--- src/rtl/fir32_pkg.sv ---
`default_nettype none

package fir32_pkg;

    // Filter geometry and datapath widths.
    localparam int TAP_COUNT = 32;
    localparam int ADDR_W    = $clog2(TAP_COUNT);
    localparam int SAMPLE_W  = 16;
    localparam int COEFF_W   = 16;
    localparam int PROD_W    = SAMPLE_W + COEFF_W;
    localparam int ACC_W     = PROD_W + 2;
    localparam int RESULT_W  = 17;
    localparam int FRAC_SHIFT = 15;
    localparam int IN_TDATA_W  = 16;
    localparam int OUT_TDATA_W = 24;

    // Rounding bias added before the arithmetic shift (half an output LSB).
    localparam logic signed [ACC_W-1:0] ROUND_BIAS = ACC_W'(1) <<< (FRAC_SHIFT - 1);

    // Controller states.
    typedef enum logic [1:0] {
        ST_IDLE,
        ST_RUN,
        ST_DRAIN,
        ST_DONE
    } state_t;

    // Q1.15 coefficients; the second half mirrors the first.
    localparam logic signed [COEFF_W-1:0] COEFF_ROM [TAP_COUNT] = '{
        -16'sd126,  -16'sd429,   16'sd328,   16'sd1025,
         16'sd527,  -16'sd1275, -16'sd1004,  16'sd224,
         16'sd247,  -16'sd367,   16'sd2086,  16'sd3282,
        -16'sd1705, -16'sd7192, -16'sd2514,  16'sd7171,
         16'sd7171, -16'sd2514, -16'sd7192, -16'sd1705,
         16'sd3282,  16'sd2086, -16'sd367,   16'sd247,
         16'sd224,  -16'sd1004, -16'sd1275,  16'sd527,
         16'sd1025,  16'sd328,  -16'sd429,  -16'sd126
    };

endpackage

`default_nettype wire

--- src/rtl/fir_filter_32tap_shared_mac.sv ---
`default_nettype none

// Channel    Dir   Handshake                      Payload
// s_axis     in    s_axis_tvalid / s_axis_tready  tdata[15:0]  = sample (signed Q1.15)
// m_axis     out   m_axis_tvalid / m_axis_tready  tdata[16:0]  = filtered (signed Q2.15)
//
// Each item is accepted in the idle state, then its 32 taps are read from the tap memory through
// one shared multiply-accumulate; the read, multiply and accumulate registers drain, and the
// rounding state loads the rounded sum into the output register. One item is filtered at a time.
// Reset (rst_n low, asynchronous) clears the control state and the per-tap valid
// bits, so taps that were never written read as zero; no clearing pass is needed.
// A new item is taken while a finished result still waits in the output register;
// a stalled output only holds the next result in the rounding state.

module fir_filter_32tap_shared_mac (
    input  wire logic                                 clk,
    input  wire logic                                 rst_n,
    input  wire logic                                 s_axis_tvalid,
    output logic                                      s_axis_tready,
    // Fields from bit 0: sample[15:0].
    input  wire logic [fir32_pkg::IN_TDATA_W-1:0]     s_axis_tdata,
    output logic                                      m_axis_tvalid,
    input  wire logic                                 m_axis_tready,
    // Fields from bit 0: filtered[16:0], zeros above.
    output logic [fir32_pkg::OUT_TDATA_W-1:0]         m_axis_tdata
);

    import fir32_pkg::*;

    // Tap memory and its per-entry valid bits.
    logic [SAMPLE_W-1:0]  tap_mem [TAP_COUNT];
    logic [TAP_COUNT-1:0] tap_valid_reg;

    state_t state_reg, state_next;

    logic [ADDR_W-1:0] wp_reg, wp_next;
    logic [ADDR_W-1:0] k_reg, k_next;
    logic [ADDR_W-1:0] rd_addr;

    // Read stage.
    logic                       rd_vld_reg, rd_last_reg, rd_ok_reg;
    logic [SAMPLE_W-1:0]        rd_data_reg;
    logic signed [COEFF_W-1:0]  coef_reg;

    // Multiply stage.
    logic                       mul_vld_reg, mul_last_reg;
    logic signed [PROD_W-1:0]   prod_reg;
    logic signed [SAMPLE_W-1:0] tap_val;

    // Accumulator and output register.
    logic signed [ACC_W-1:0]    acc_reg;
    logic signed [ACC_W-1:0]    acc_rounded;
    logic                       out_vld_reg, out_vld_next;
    logic [RESULT_W-1:0]        out_data_reg;

    logic in_accept;
    logic issue;
    logic load_out;

    assign in_accept = s_axis_tvalid && s_axis_tready;
    assign rd_addr   = wp_reg - k_reg;
    assign tap_val   = rd_ok_reg ? $signed(rd_data_reg) : '0;
    assign acc_rounded = acc_reg + ROUND_BIAS;

    // Next state and handshake outputs.
    always_comb
    begin
        state_next    = state_reg;
        s_axis_tready = 1'b0;
        issue         = 1'b0;
        load_out      = 1'b0;
        k_next        = k_reg;
        wp_next       = wp_reg;
        case (state_reg)
            ST_IDLE:
            begin
                s_axis_tready = 1'b1;
                k_next        = '0;
                if (s_axis_tvalid)
                begin
                    state_next = ST_RUN;
                end
            end
            ST_RUN:
            begin
                issue  = 1'b1;
                k_next = k_reg + ADDR_W'(1);
                if (k_reg == ADDR_W'(TAP_COUNT - 1))
                begin
                    state_next = ST_DRAIN;
                end
            end
            ST_DRAIN:
            begin
                if (mul_vld_reg && mul_last_reg)
                begin
                    state_next = ST_DONE;
                end
            end
            ST_DONE:
            begin
                if (!out_vld_reg || m_axis_tready)
                begin
                    load_out   = 1'b1;
                    wp_next    = wp_reg + ADDR_W'(1);
                    state_next = ST_IDLE;
                end
            end
            default:
            begin
                state_next = ST_IDLE;
            end
        endcase
    end

    // Output register valid flag.
    always_comb
    begin
        out_vld_next = out_vld_reg;
        if (m_axis_tready)
        begin
            out_vld_next = 1'b0;
        end
        if (load_out)
        begin
            out_vld_next = 1'b1;
        end
    end

    // Control registers.
    always_ff @(posedge clk or negedge rst_n)
    begin
        if (!rst_n)
        begin
            state_reg     <= ST_IDLE;
            wp_reg        <= '0;
            k_reg         <= '0;
            tap_valid_reg <= '0;
            rd_vld_reg    <= 1'b0;
            rd_last_reg   <= 1'b0;
            mul_vld_reg   <= 1'b0;
            mul_last_reg  <= 1'b0;
            out_vld_reg   <= 1'b0;
        end
        else
        begin
            state_reg    <= state_next;
            wp_reg       <= wp_next;
            k_reg        <= k_next;
            rd_vld_reg   <= issue;
            rd_last_reg  <= issue && (k_reg == ADDR_W'(TAP_COUNT - 1));
            mul_vld_reg  <= rd_vld_reg;
            mul_last_reg <= rd_last_reg;
            out_vld_reg  <= out_vld_next;
            if (in_accept)
            begin
                tap_valid_reg[wp_reg] <= 1'b1;
            end
        end
    end

    // Tap memory: write the new sample, read one tap per cycle.
    always_ff @(posedge clk)
    begin
        if (in_accept)
        begin
            tap_mem[wp_reg] <= s_axis_tdata[SAMPLE_W-1:0];
        end
        rd_data_reg <= tap_mem[rd_addr];
        rd_ok_reg   <= tap_valid_reg[rd_addr];
        coef_reg    <= COEFF_ROM[k_reg];
    end

    // Shared multiplier and accumulator.
    always_ff @(posedge clk)
    begin
        prod_reg <= tap_val * coef_reg;
        if (in_accept)
        begin
            acc_reg <= '0;
        end
        else if (mul_vld_reg)
        begin
            acc_reg <= acc_reg + ACC_W'(prod_reg);
        end
        if (load_out)
        begin
            out_data_reg <= acc_rounded[FRAC_SHIFT +: RESULT_W];
        end
    end

    assign m_axis_tvalid = out_vld_reg;
    assign m_axis_tdata  = {(OUT_TDATA_W - RESULT_W)'(0), out_data_reg};

endmodule

`default_nettype wire

--- config.mk ---
export PLATFORM = sky130hd
export DESIGN_NAME = fir_filter_32tap_shared_mac
export DESIGN_NICKNAME = d
export VERILOG_FILES = /design/src/rtl/fir32_pkg.sv /design/src/rtl/fir_filter_32tap_shared_mac.sv
export SDC_FILE = /design/constraint.sdc
export NUM_CORES = 1
export LEC_CHECK = 0
export ABC_AREA = 0
export BUFFER_PORTS_ARGS = -buffer_cell sky130_fd_sc_hd__buf_2
export CORE_MARGIN = 10
export CORE_UTILIZATION = 58
export CTS_BUF_LIST = sky130_fd_sc_hd__clkbuf_16
export DETAILED_ROUTE_END_ITERATION = 10
export PLACE_DENSITY = 0.83
export SETUP_SLACK_MARGIN = 0.2
export SLEW_MARGIN = 20
export SYNTH_ARGS = -nofsm -noshare
export SYNTH_HDL_FRONTEND = slang
export SYNTH_SLANG_ARGS = --single-unit
--- constraint.sdc ---
create_clock -name clk -period 5.55 [get_ports clk]
set_input_delay 0.555 -clock clk [delete_from_list [all_inputs] [get_ports clk]]
set_output_delay 0.555 -clock clk [all_outputs]
set_load 0.01 [all_outputs]
# Yosys cells after proc, flatten, opt, wreduce, memory -nomap -nowiden
# Memories as Yosys holds them, arrays and structs flattened. A register that Yosys moved wholly into a read port is not among the register bits.
# Cells that the tools add are included.
# W data, S select, Z words.
[classes]
reduce_logical = 11
n_lt_le_gt_ge = 3
addsub = 5
multipliers = 1
muxes = 19
n_eq_ne = 8
bitwise = 2
[ops]
columns = ["operator", "n"]
rows = [
  ["$add A34 B32 Y34", 1],
  ["$add A32 B16 Y32 const B", 1],
  ["$mul A16 B16 Y32", 1],
  ["$or A32 B32 Y32", 1],
  ["$mux W16", 1],
  ["$lt A5 B6 Y1 const B", 2],
  ["$add A5 B1 Y5 const B", 2],
  ["$mux W1", 10],
  ["$pmux W5 S2", 1],
  ["$mux W2", 4],
  ["$ne A2 B2 Y1 const B", 4],
  ["$pmux W2 S4", 1],
  ["$not A5 Y6", 1],
  ["$bmux W1 S5", 1],
  ["$demux W1 S5", 1],
  ["$eq A5 B5 Y1 const B", 1],
  ["$ge A5 B1 Y1 const B", 1],
  ["$sub A5 B5 Y5", 1],
  ["$eq A2 B2 Y1 const B", 2],
  ["$logic_and A1 B1 Y1", 4],
  ["$reduce_and A4 Y1", 1],
  ["$reduce_bool A2 Y1", 2],
  ["$eq A2 B1 Y1 const B", 1],
  ["$logic_not A2 Y1", 1],
  ["3 further kinds", 3],
]
[totals]
romBits = 512
n_memories = 2
register_bits = 133
ram_bits = 512
input_bits = 20
output_inout_bits = 26
word_cells = 64
[memory_table]
columns = ["name", "words", "word_bits", "rd", "rd_clocked_by_memory_dff", "wr", "line_no", "text"]
rows = [
  ["(name not given)", 32, 16, 1, 1, 0, "fir_filter_32tap_shared_mac.sv:171", "coef_reg <= COEFF_ROM[k_reg];"],
  ["tap_mem", 32, 16, 1, 1, 1, "fir_filter_32tap_shared_mac.sv:31", "logic [SAMPLE_W-1:0] tap_mem [TAP_COUNT];"],
]

# Logic depth before layout (Yosys ltp)
# Gate-level depths: netlist of run 1.
[logic_depth]
word_depth = 5
mapped_depth = 25
depth_no_buf = 23

# Worst setup path after synthesis of run 1
# No wires, ideal clock.
[synth_path]
path_type = "register to register"
from = "register rd_ok_reg"
to = "register prod_reg[31]"
required_time_ps = 5471
stages_incl_launch_ff = 26
n_path_buf = 2
t_arrival_ps = 5875
slack_ps = -405
period_less_slack_ps = 5955
setup_ps = 79
cell_sequence = "dfxtp_1 -> clkbuf_1 -> and2_1 -> clkbuf_1 -> nand2_1 -> inv_1 -> fa_1 -> inv_1 -> fa_1 -> fa_1 -> inv_1 -> fa_1 -> fa_1 -> inv_1 -> fa_1 -> inv_1 -> ha_1 -> a21o_1 -> a21o_1 -> a21oi_1 -> o21ai_0 -> a21o_1 -> a31oi_4 -> a21oi_2 -> o211a_1 -> a211oi_2"
[synth_via]
elab_chain_cells = 2
[synth_rtl]
columns = ["item", "line_no", "text"]
rows = [
  ["start, declared", "fir_filter_32tap_shared_mac.sv:41", "logic rd_vld_reg, rd_last_reg, rd_ok_reg;"],
  ["start signal, assigned", "fir_filter_32tap_shared_mac.sv:170", "rd_ok_reg <= tap_valid_reg[rd_addr];"],
  ["$mux W16", "fir_filter_32tap_shared_mac.sv:62", "assign tap_val = rd_ok_reg ? $signed(rd_data_reg) : '0;"],
  ["$mul A16 B16 Y32", "fir_filter_32tap_shared_mac.sv:177", "prod_reg <= tap_val * coef_reg;"],
  ["end signal, assigned", "fir_filter_32tap_shared_mac.sv:177", ""],
  ["end, declared", "fir_filter_32tap_shared_mac.sv:47", "logic signed [PROD_W-1:0] prod_reg;"],
]
# Every way passes these cells.
# A chain may end at the register's enable or synchronous reset.

# Worst setup path after layout of run 1
# Ends and elaborated chain as after synthesis.

==> run_results.csv, run 1 <==
group,metric,value,unit
synthesis,synthCells,2637,
clock_tree,cts_hold_buf,0,
sta,slew_headroom,32.40,%
synthesis,yosysTopAreaCellShare,42.87,%
synthesis,avgSynthCellArea,14.05,um2
clock_tree,numCtsBuffers,70,
sta,skew,0.04405,ns
grt,global_route.usage.total,26.06,%
synthesis,synth-seq-area-share,51.31,%
drt,first_pass_iters,7,
grt,grt_pass1_wl,147300,um
place,portBuffers,38,
synthesis,yosys_warnings,0,
layout,final_nets,3279,
place,place_hpwl,59590,um
floorplan,io_pins,46,
critical_path,startpoint_type,"flop",
drt,met1_length,33780,um
clock_tree,clock_latency,0.66,ns
synthesis,ys_seq_elements,673,
grt,grt_pass1_vias,24651,
drt,routedWlPerCell,25.54,um
sta,max_freq,173.1,MHz
floorplan,core_area,63200,um2
sta,setup_viol,13,
critical_path,worstPathRequired,6.10,ns
critical_path,slowest_stage,"fa_1",
critical_path,cp_num_buf_inv,4,
grt,antenna_found_initial,1,
place,gp_congestion,0.9619,
sta,period_share,104.1,%
drt,finalWirelength,96240,um
place,pre_cts_ws,-0.4877,ns
sta,fin_crit,5.776,ns
critical_path,regToRegSetupSlack,-0.23,ns
critical_path,crit_path_frequent_cell,"fa_1",
flow_run,drv_cap,0,
floorplan,die_x,272.8,um
critical_path,crit_fanout,8,
synthesis,async_flop_share,7.281,%
layout,drive_above_1_share,24.14,%
critical_path,critical_path.endpoint_type,"flop",
clock_tree,cts.path.max_buffers,3,
grt,overflow,0,
place,placed_cells,3629,
critical_path,crit_type,"reg -> reg",
synthesis,synth_area_leaders,"edfxtp_1 (43%), fa_1 (14%), mux4_2 (10%)",
drt,top_layer,"met4",
clock_tree,clk_pin_slew_worst_paths,0.07,ns
critical_path,cp.arrival,6.32,ns
sta,setup_ws,-0.2265,ns
synthesis,synth-edff-count,529,
drt,ant_nets,0,
critical_path,path_cells,"buf_6 > and2_4 > nand2_2 > fa_1 > inv_2 > fa_1 > fa_1 > fa_1 > fa_1 > inv_1 > fa_1 > inv_2 > ha_4 > a21o_1 > a21o_1 > a21oi_2 > o21ai_1 > a21o_1 > a31oi_4 > a21oi_4 > o211a_1 > a211oi_2",
clock_tree,clock-sinks,673,
drt,post-route-drc-count,0,
outcome,outcome,"finished, violations left",
outcome,violations,"negative setup slack",
layout,largest_reg_flops,512,
drt,routed_via_density,6.164,
critical_path,max_stage_delay,0.54,ns
critical_path,crit_family,"adder cells",
sta,drv_slew,0,
drt,route.met2.wl,49970,um
layout,n_fill_cell,3981,
floorplan,die_h,272.8,um
drt,wl_met3,7461,um
sta,worstMarginPinSlew,1.014,ns
layout,mostFrequentLayoutCells,"edfxtp_1 (529), inv_1 (319), fa_1 (245)",
synthesis,synth_top_flop_cell,"edfxtp_1",
synthesis,yosysUniqueCellTypes,68,
layout,final_util,67.27,%
synthesis,synth_largest_area_cell,"edfxtp_1",
clock_tree,htreeDepth,3,
clock_tree,cts_root_buf,"clkbuf_16",
drt,num_vias,23225,
min_path,hold_class,"in -> async",
clock_tree,cts_tree,"done",
layout,final_common_cell,"edfxtp_1",
sta,finalHoldViolCount,0,
layout,syn2layout_area_growth,14.71,%
floorplan,start_util,58.64,%
synthesis,syn-cell-area,37060,um2
floorplan,dieArea,74400,um2
grt,grt_max_degree,60,
floorplan,rows,92,
layout,regMostFlops,"tap_mem",
drt,drtIter0Drc,2161,
sta,rsz0062_at_grt,"true",
layout,final_cells,3768,
==> synth_stat cells (all sizes together), types with 17 or more instances <==
cell and n:
mux4 172, mux2i 21, or2 33, edfxtp 529, and2 22, fa 259
a21o 27, buf 34, inv 320, clkbuf 89, o21ai 58, nand2 186
xnor2 66, and3 119, ha 135, nor3 18, dfrtp 49, nand3 39
a21oi 89, mux2 17, nor2 115, dfxtp 95
==> what timing repair did <==
action	CTS	global route
resized for setup	53	34
pin swaps	32	22
setup buffers	5	5
setup endpoints to repair	20	20
==> through the flow <==
step / TNS, ns / hold slack [ns] / cell area, um2
4_1_cts: -1.715 / 0.02992 / 42340
3_3_place_gp: -2.576 / 0.3328 / 39730
6_report: -1.922 / 0.008658 / 42510
3_5_place_dp: -4.578 / 0.3358 / 39730
2_1_floorplan: -0.04114 / 0.2594 / 37330
5_1_grt: -4.515 / 0.06712 / 42510
==> metal layers <==
layer	track usage [%]	vias to the layer above
met2	46.04	1353
li1	-	9787
met1	30.57	11732
met3	4.533	353
met5	0	-
met4	12.43	0
==> cell families (layout without fill, tap and decap cells) <==
group,after synthesis,in the layout,share of synthesized area (%)
flops,673,673,51.31
simple gates,584,584,7.712
buf+inv,444,722,4.686
fa+ha+maj,395,395,18.58
compound gates,249,249,4.258
mux,210,210,11.54
xor+xnor,81,81,1.914
other cells,1,8,0.01012
==> area by class of cell <==
type / count / area [um2] / area share, %
multi-input cells: 1526 / 16740 / 39.39
diodes: 1 / 2.502 / 0.005887
inverters: 321 / 1205 / 2.834
repair buffers: 273 / 2078 / 4.889
clock inverters: 58 / 646.9 / 1.522
flip-flops and latches: 673 / 19020 / 44.75
clock buffers: 70 / 1752 / 4.121
well taps: 846 / 1059 / 2.490
==> path summary, 6_finish.rpt <==
kind,end,start,cells past startpoint
worst max-delay path,prod_reg[31]$_DFF_P_,rd_ok_reg$_DFF_P_,22
worst min-delay path,tap_valid_reg[13]$_DFFE_PN0P_,rst_n,2
worst max register to register,prod_reg[31]$_DFF_P_,rd_ok_reg$_DFF_P_,22
worst min register to register,mul_vld_reg$_DFF_PN0_,rd_vld_reg$_DFF_PN0_,0
max in group asynchronous,mul_last_reg$_DFF_PN0_,rst_n,2
min in group clk,m_axis_tvalid$_DFFE_PN0P_,m_axis_tready,3
Power of run 1 is not shown: default switching activity piles up to over one toggle a cycle in this logic, so the estimate is an artifact.
==> run 2, diff against run 1 <==
--- a/config.mk
+++ b/config.mk
@@ -12,6 +12,7 @@
 export CTS_BUF_LIST = sky130_fd_sc_hd__clkbuf_16
 export DETAILED_ROUTE_END_ITERATION = 10
 export PLACE_DENSITY = 0.83
+export REMOVE_ABC_BUFFERS = 1
 export SETUP_SLACK_MARGIN = 0.2
 export SLEW_MARGIN = 20
 export SYNTH_ARGS = -nofsm -noshare
==> run 2 against run 1 <==
Against the previous run:
- the run still ends with negative setup slack left
- sequential cell count did not move
- clock skew rose by 0.017 ns
- critical path depth rose by 1
- worst hold slack improved by 0.20 ns
- die area did not move
- final cell count rose by 0.66%
- sequential share of layout area fell by 0.24 points
- final area rose by 0.54%
- critical path type unchanged
==> run_results.csv, run 2 (same netlist as run 1, synthesis figures left out) <==
group,metric,value,unit
critical_path,crit_fanout,8,
sta,skew,0.06056,ns
critical_path,reg2reg_depth,23,
drt,drtIter0Drc,3076,
grt,grt_max_degree,60,
place,portBuffers,38,
floorplan,rows,92,
grt,grt_pass1_vias,24889,
sta,setup_viol,12,
sta,tns,-2.087,ns
layout,multi_input_area,16850,um2
sta,drv_slew,0,
grt,overflow,0,
drt,ant_nets,0,
sta,max_freq,170.9,MHz
critical_path,startpoint,"rd_ok_reg$_DFF_P_",
layout,drive_above_1_share,25.15,%
clock_tree,cts_tree,"done",
critical_path,worstPathRequired,6.08,ns
critical_path,regToRegSetupSlack,-0.30,ns
critical_path,cp.arrival,6.38,ns
critical_path,timing.critical_path.to,"prod_reg[25]$_DFF_P_",
floorplan,die_h,272.8,um
layout,final_nets,3300,
clock_tree,clk_pin_slew_worst_paths,0.06,ns
layout,syn2layout_area_growth,15.33,%
critical_path,critical_path.endpoint_type,"flop",
sta,worstMarginPinSlew,0.9640,ns
sta,setup_ws,-0.3006,ns
layout,mostFrequentLayoutCells,"edfxtp_1 (529), inv_1 (321), fa_1 (244)",
sta,finalHoldViolCount,0,
critical_path,r2r-start,"rd_ok_reg$_DFF_P_",
drt,finalWirelength,97920,um
critical_path,regToRegEndpoint,"prod_reg[25]$_DFF_P_",
floorplan,start_util,58.64,%
drt,routed_via_density,6.244,
layout,n_fill_cell,3953,
clock_tree,clock_latency,0.64,ns
place,place_hpwl,60400,um
min_path,hold_class,"in -> reg",
layout,final_common_cell,"edfxtp_1",
drt,routedWlPerCell,25.82,um
clock_tree,numCtsBuffers,71,
min_path,whs_path_depth,3,
critical_path,crit_type,"reg -> reg",
clock_tree,clock-sinks,673,
critical_path,startpoint_type,"flop",
clock_tree,cts.path.max_buffers,3,
sta,period_share,105.4,%
layout,largest_reg_flops,512,
place,gp_congestion,0.9258,
drt,post-route-drc-count,0,
flow_run,drv_cap,0,
sta,rsz0062_at_grt,"true",
outcome,violations,"negative setup slack",
layout,regMostFlops,"tap_mem",
grt,global_route.usage.total,26.47,%
drt,num_vias,23683,
grt,grt_pass1_wl,150100,um
floorplan,die_x,272.8,um
layout,regArea,19020,um2
sta,slew_headroom,35.73,%
floorplan,dieArea,74400,um2
grt,antenna_found_initial,5,
sta,fin_crit,5.851,ns
outcome,outcome,"finished, violations left",
floorplan,io_pins,46,
drt,first_pass_iters,6,
clock_tree,cts_root_buf,"clkbuf_16",
floorplan,core_area,63200,um2
clock_tree,htreeDepth,3,
[run 2: changes by cell type in the layout (fill, tap and decap cells not counted), moves of 4 or more]
cell and change:
buf_4 +8, buf_6 +7, and2_4 +6, and3_1 -5, and3_4 +5, bufinv_16 -5
and2_1 -4, diode_2 +4
[run 2: layout make-up]
type	count	area share, %
inverters	321	2.819
clock buffers	71	4.157
diodes	5	0.02928
repair buffers	293	5.399
flip-flops and latches	673	44.52
multi-input cells	1526	39.42
clock inverters	58	1.186
well taps	846	2.477
[run 2: critical path, stage by stage (launching register included)]
cell and delay, ns:
dfxtp_4 0.43, buf_6 0.15, and2_4 0.20, nand2_2 0.07
fa_1 0.52, inv_1 0.05, fa_1 0.48, fa_1 0.57
fa_1 0.45, fa_1 0.52, inv_1 0.05, fa_1 0.52
inv_2 0.05, ha_4 0.16, a21o_1 0.19, a21o_1 0.19
a21oi_2 0.16, o21ai_1 0.08, a21o_1 0.19, a31oi_4 0.20
buf_6 0.13, o21bai_1 0.05, a21oi_1 0.20, xnor2_1 0.15
[run 2: stage by stage]
stage,instances,setup slack (ns),hold slack [ns],instance area (um2),util [%]
3_5_place_dp,3638,-0.4543,0.3379,39700,62.83
4_1_cts,3776,-0.2259,0.1873,42340,67.00
2_1_floorplan,2520,-1.577,0.2594,36550,-
6_report,3793,-0.3006,0.2073,42740,67.63
3_3_place_gp,3638,-0.3471,0.3328,39700,62.83
5_1_grt,3792,-0.4809,0.1976,42730,67.62
[run 2: per-layer routing]
layer  GRT usage, %  up-vias  routed length, um
li1               -     9845                  -
met1          31.77    11973              35180
met2          46.24     1454              49870
met3          4.087      411               7215
met4          12.92        0               5657
met5              0        -                  0
[run 2: worst min path at each step]
stage	startpoint	end	slack, ns
5_1_grt	m_axis_tready	m_axis_tvalid$_DFFE_PN0P_	0.20
6_report	m_axis_tready	m_axis_tvalid$_DFFE_PN0P_	0.21
3_5_place_dp	rd_last_reg$_DFF_PN0_	mul_last_reg$_DFF_PN0_	0.34
2_1_floorplan	rst_n	k_reg[0]$_DFFE_PN0P_	0.26
4_1_cts	rst_n	tap_valid_reg[10]$_DFFE_PN0P_	0.19
3_3_place_gp	rd_vld_reg$_DFF_PN0_	mul_vld_reg$_DFF_PN0_	0.33
[run 2: repair_timing]
action,4_1_cts,5_1_grt
setup endpoints to repair,17,20
gates resized for setup,72,79
endpoints found under the hold margin,0,14
pin swaps,55,71
setup buffers,8,10
hold buffers,0,1
gates cloned,1,1
Power of run 2 is left out for the same reason.
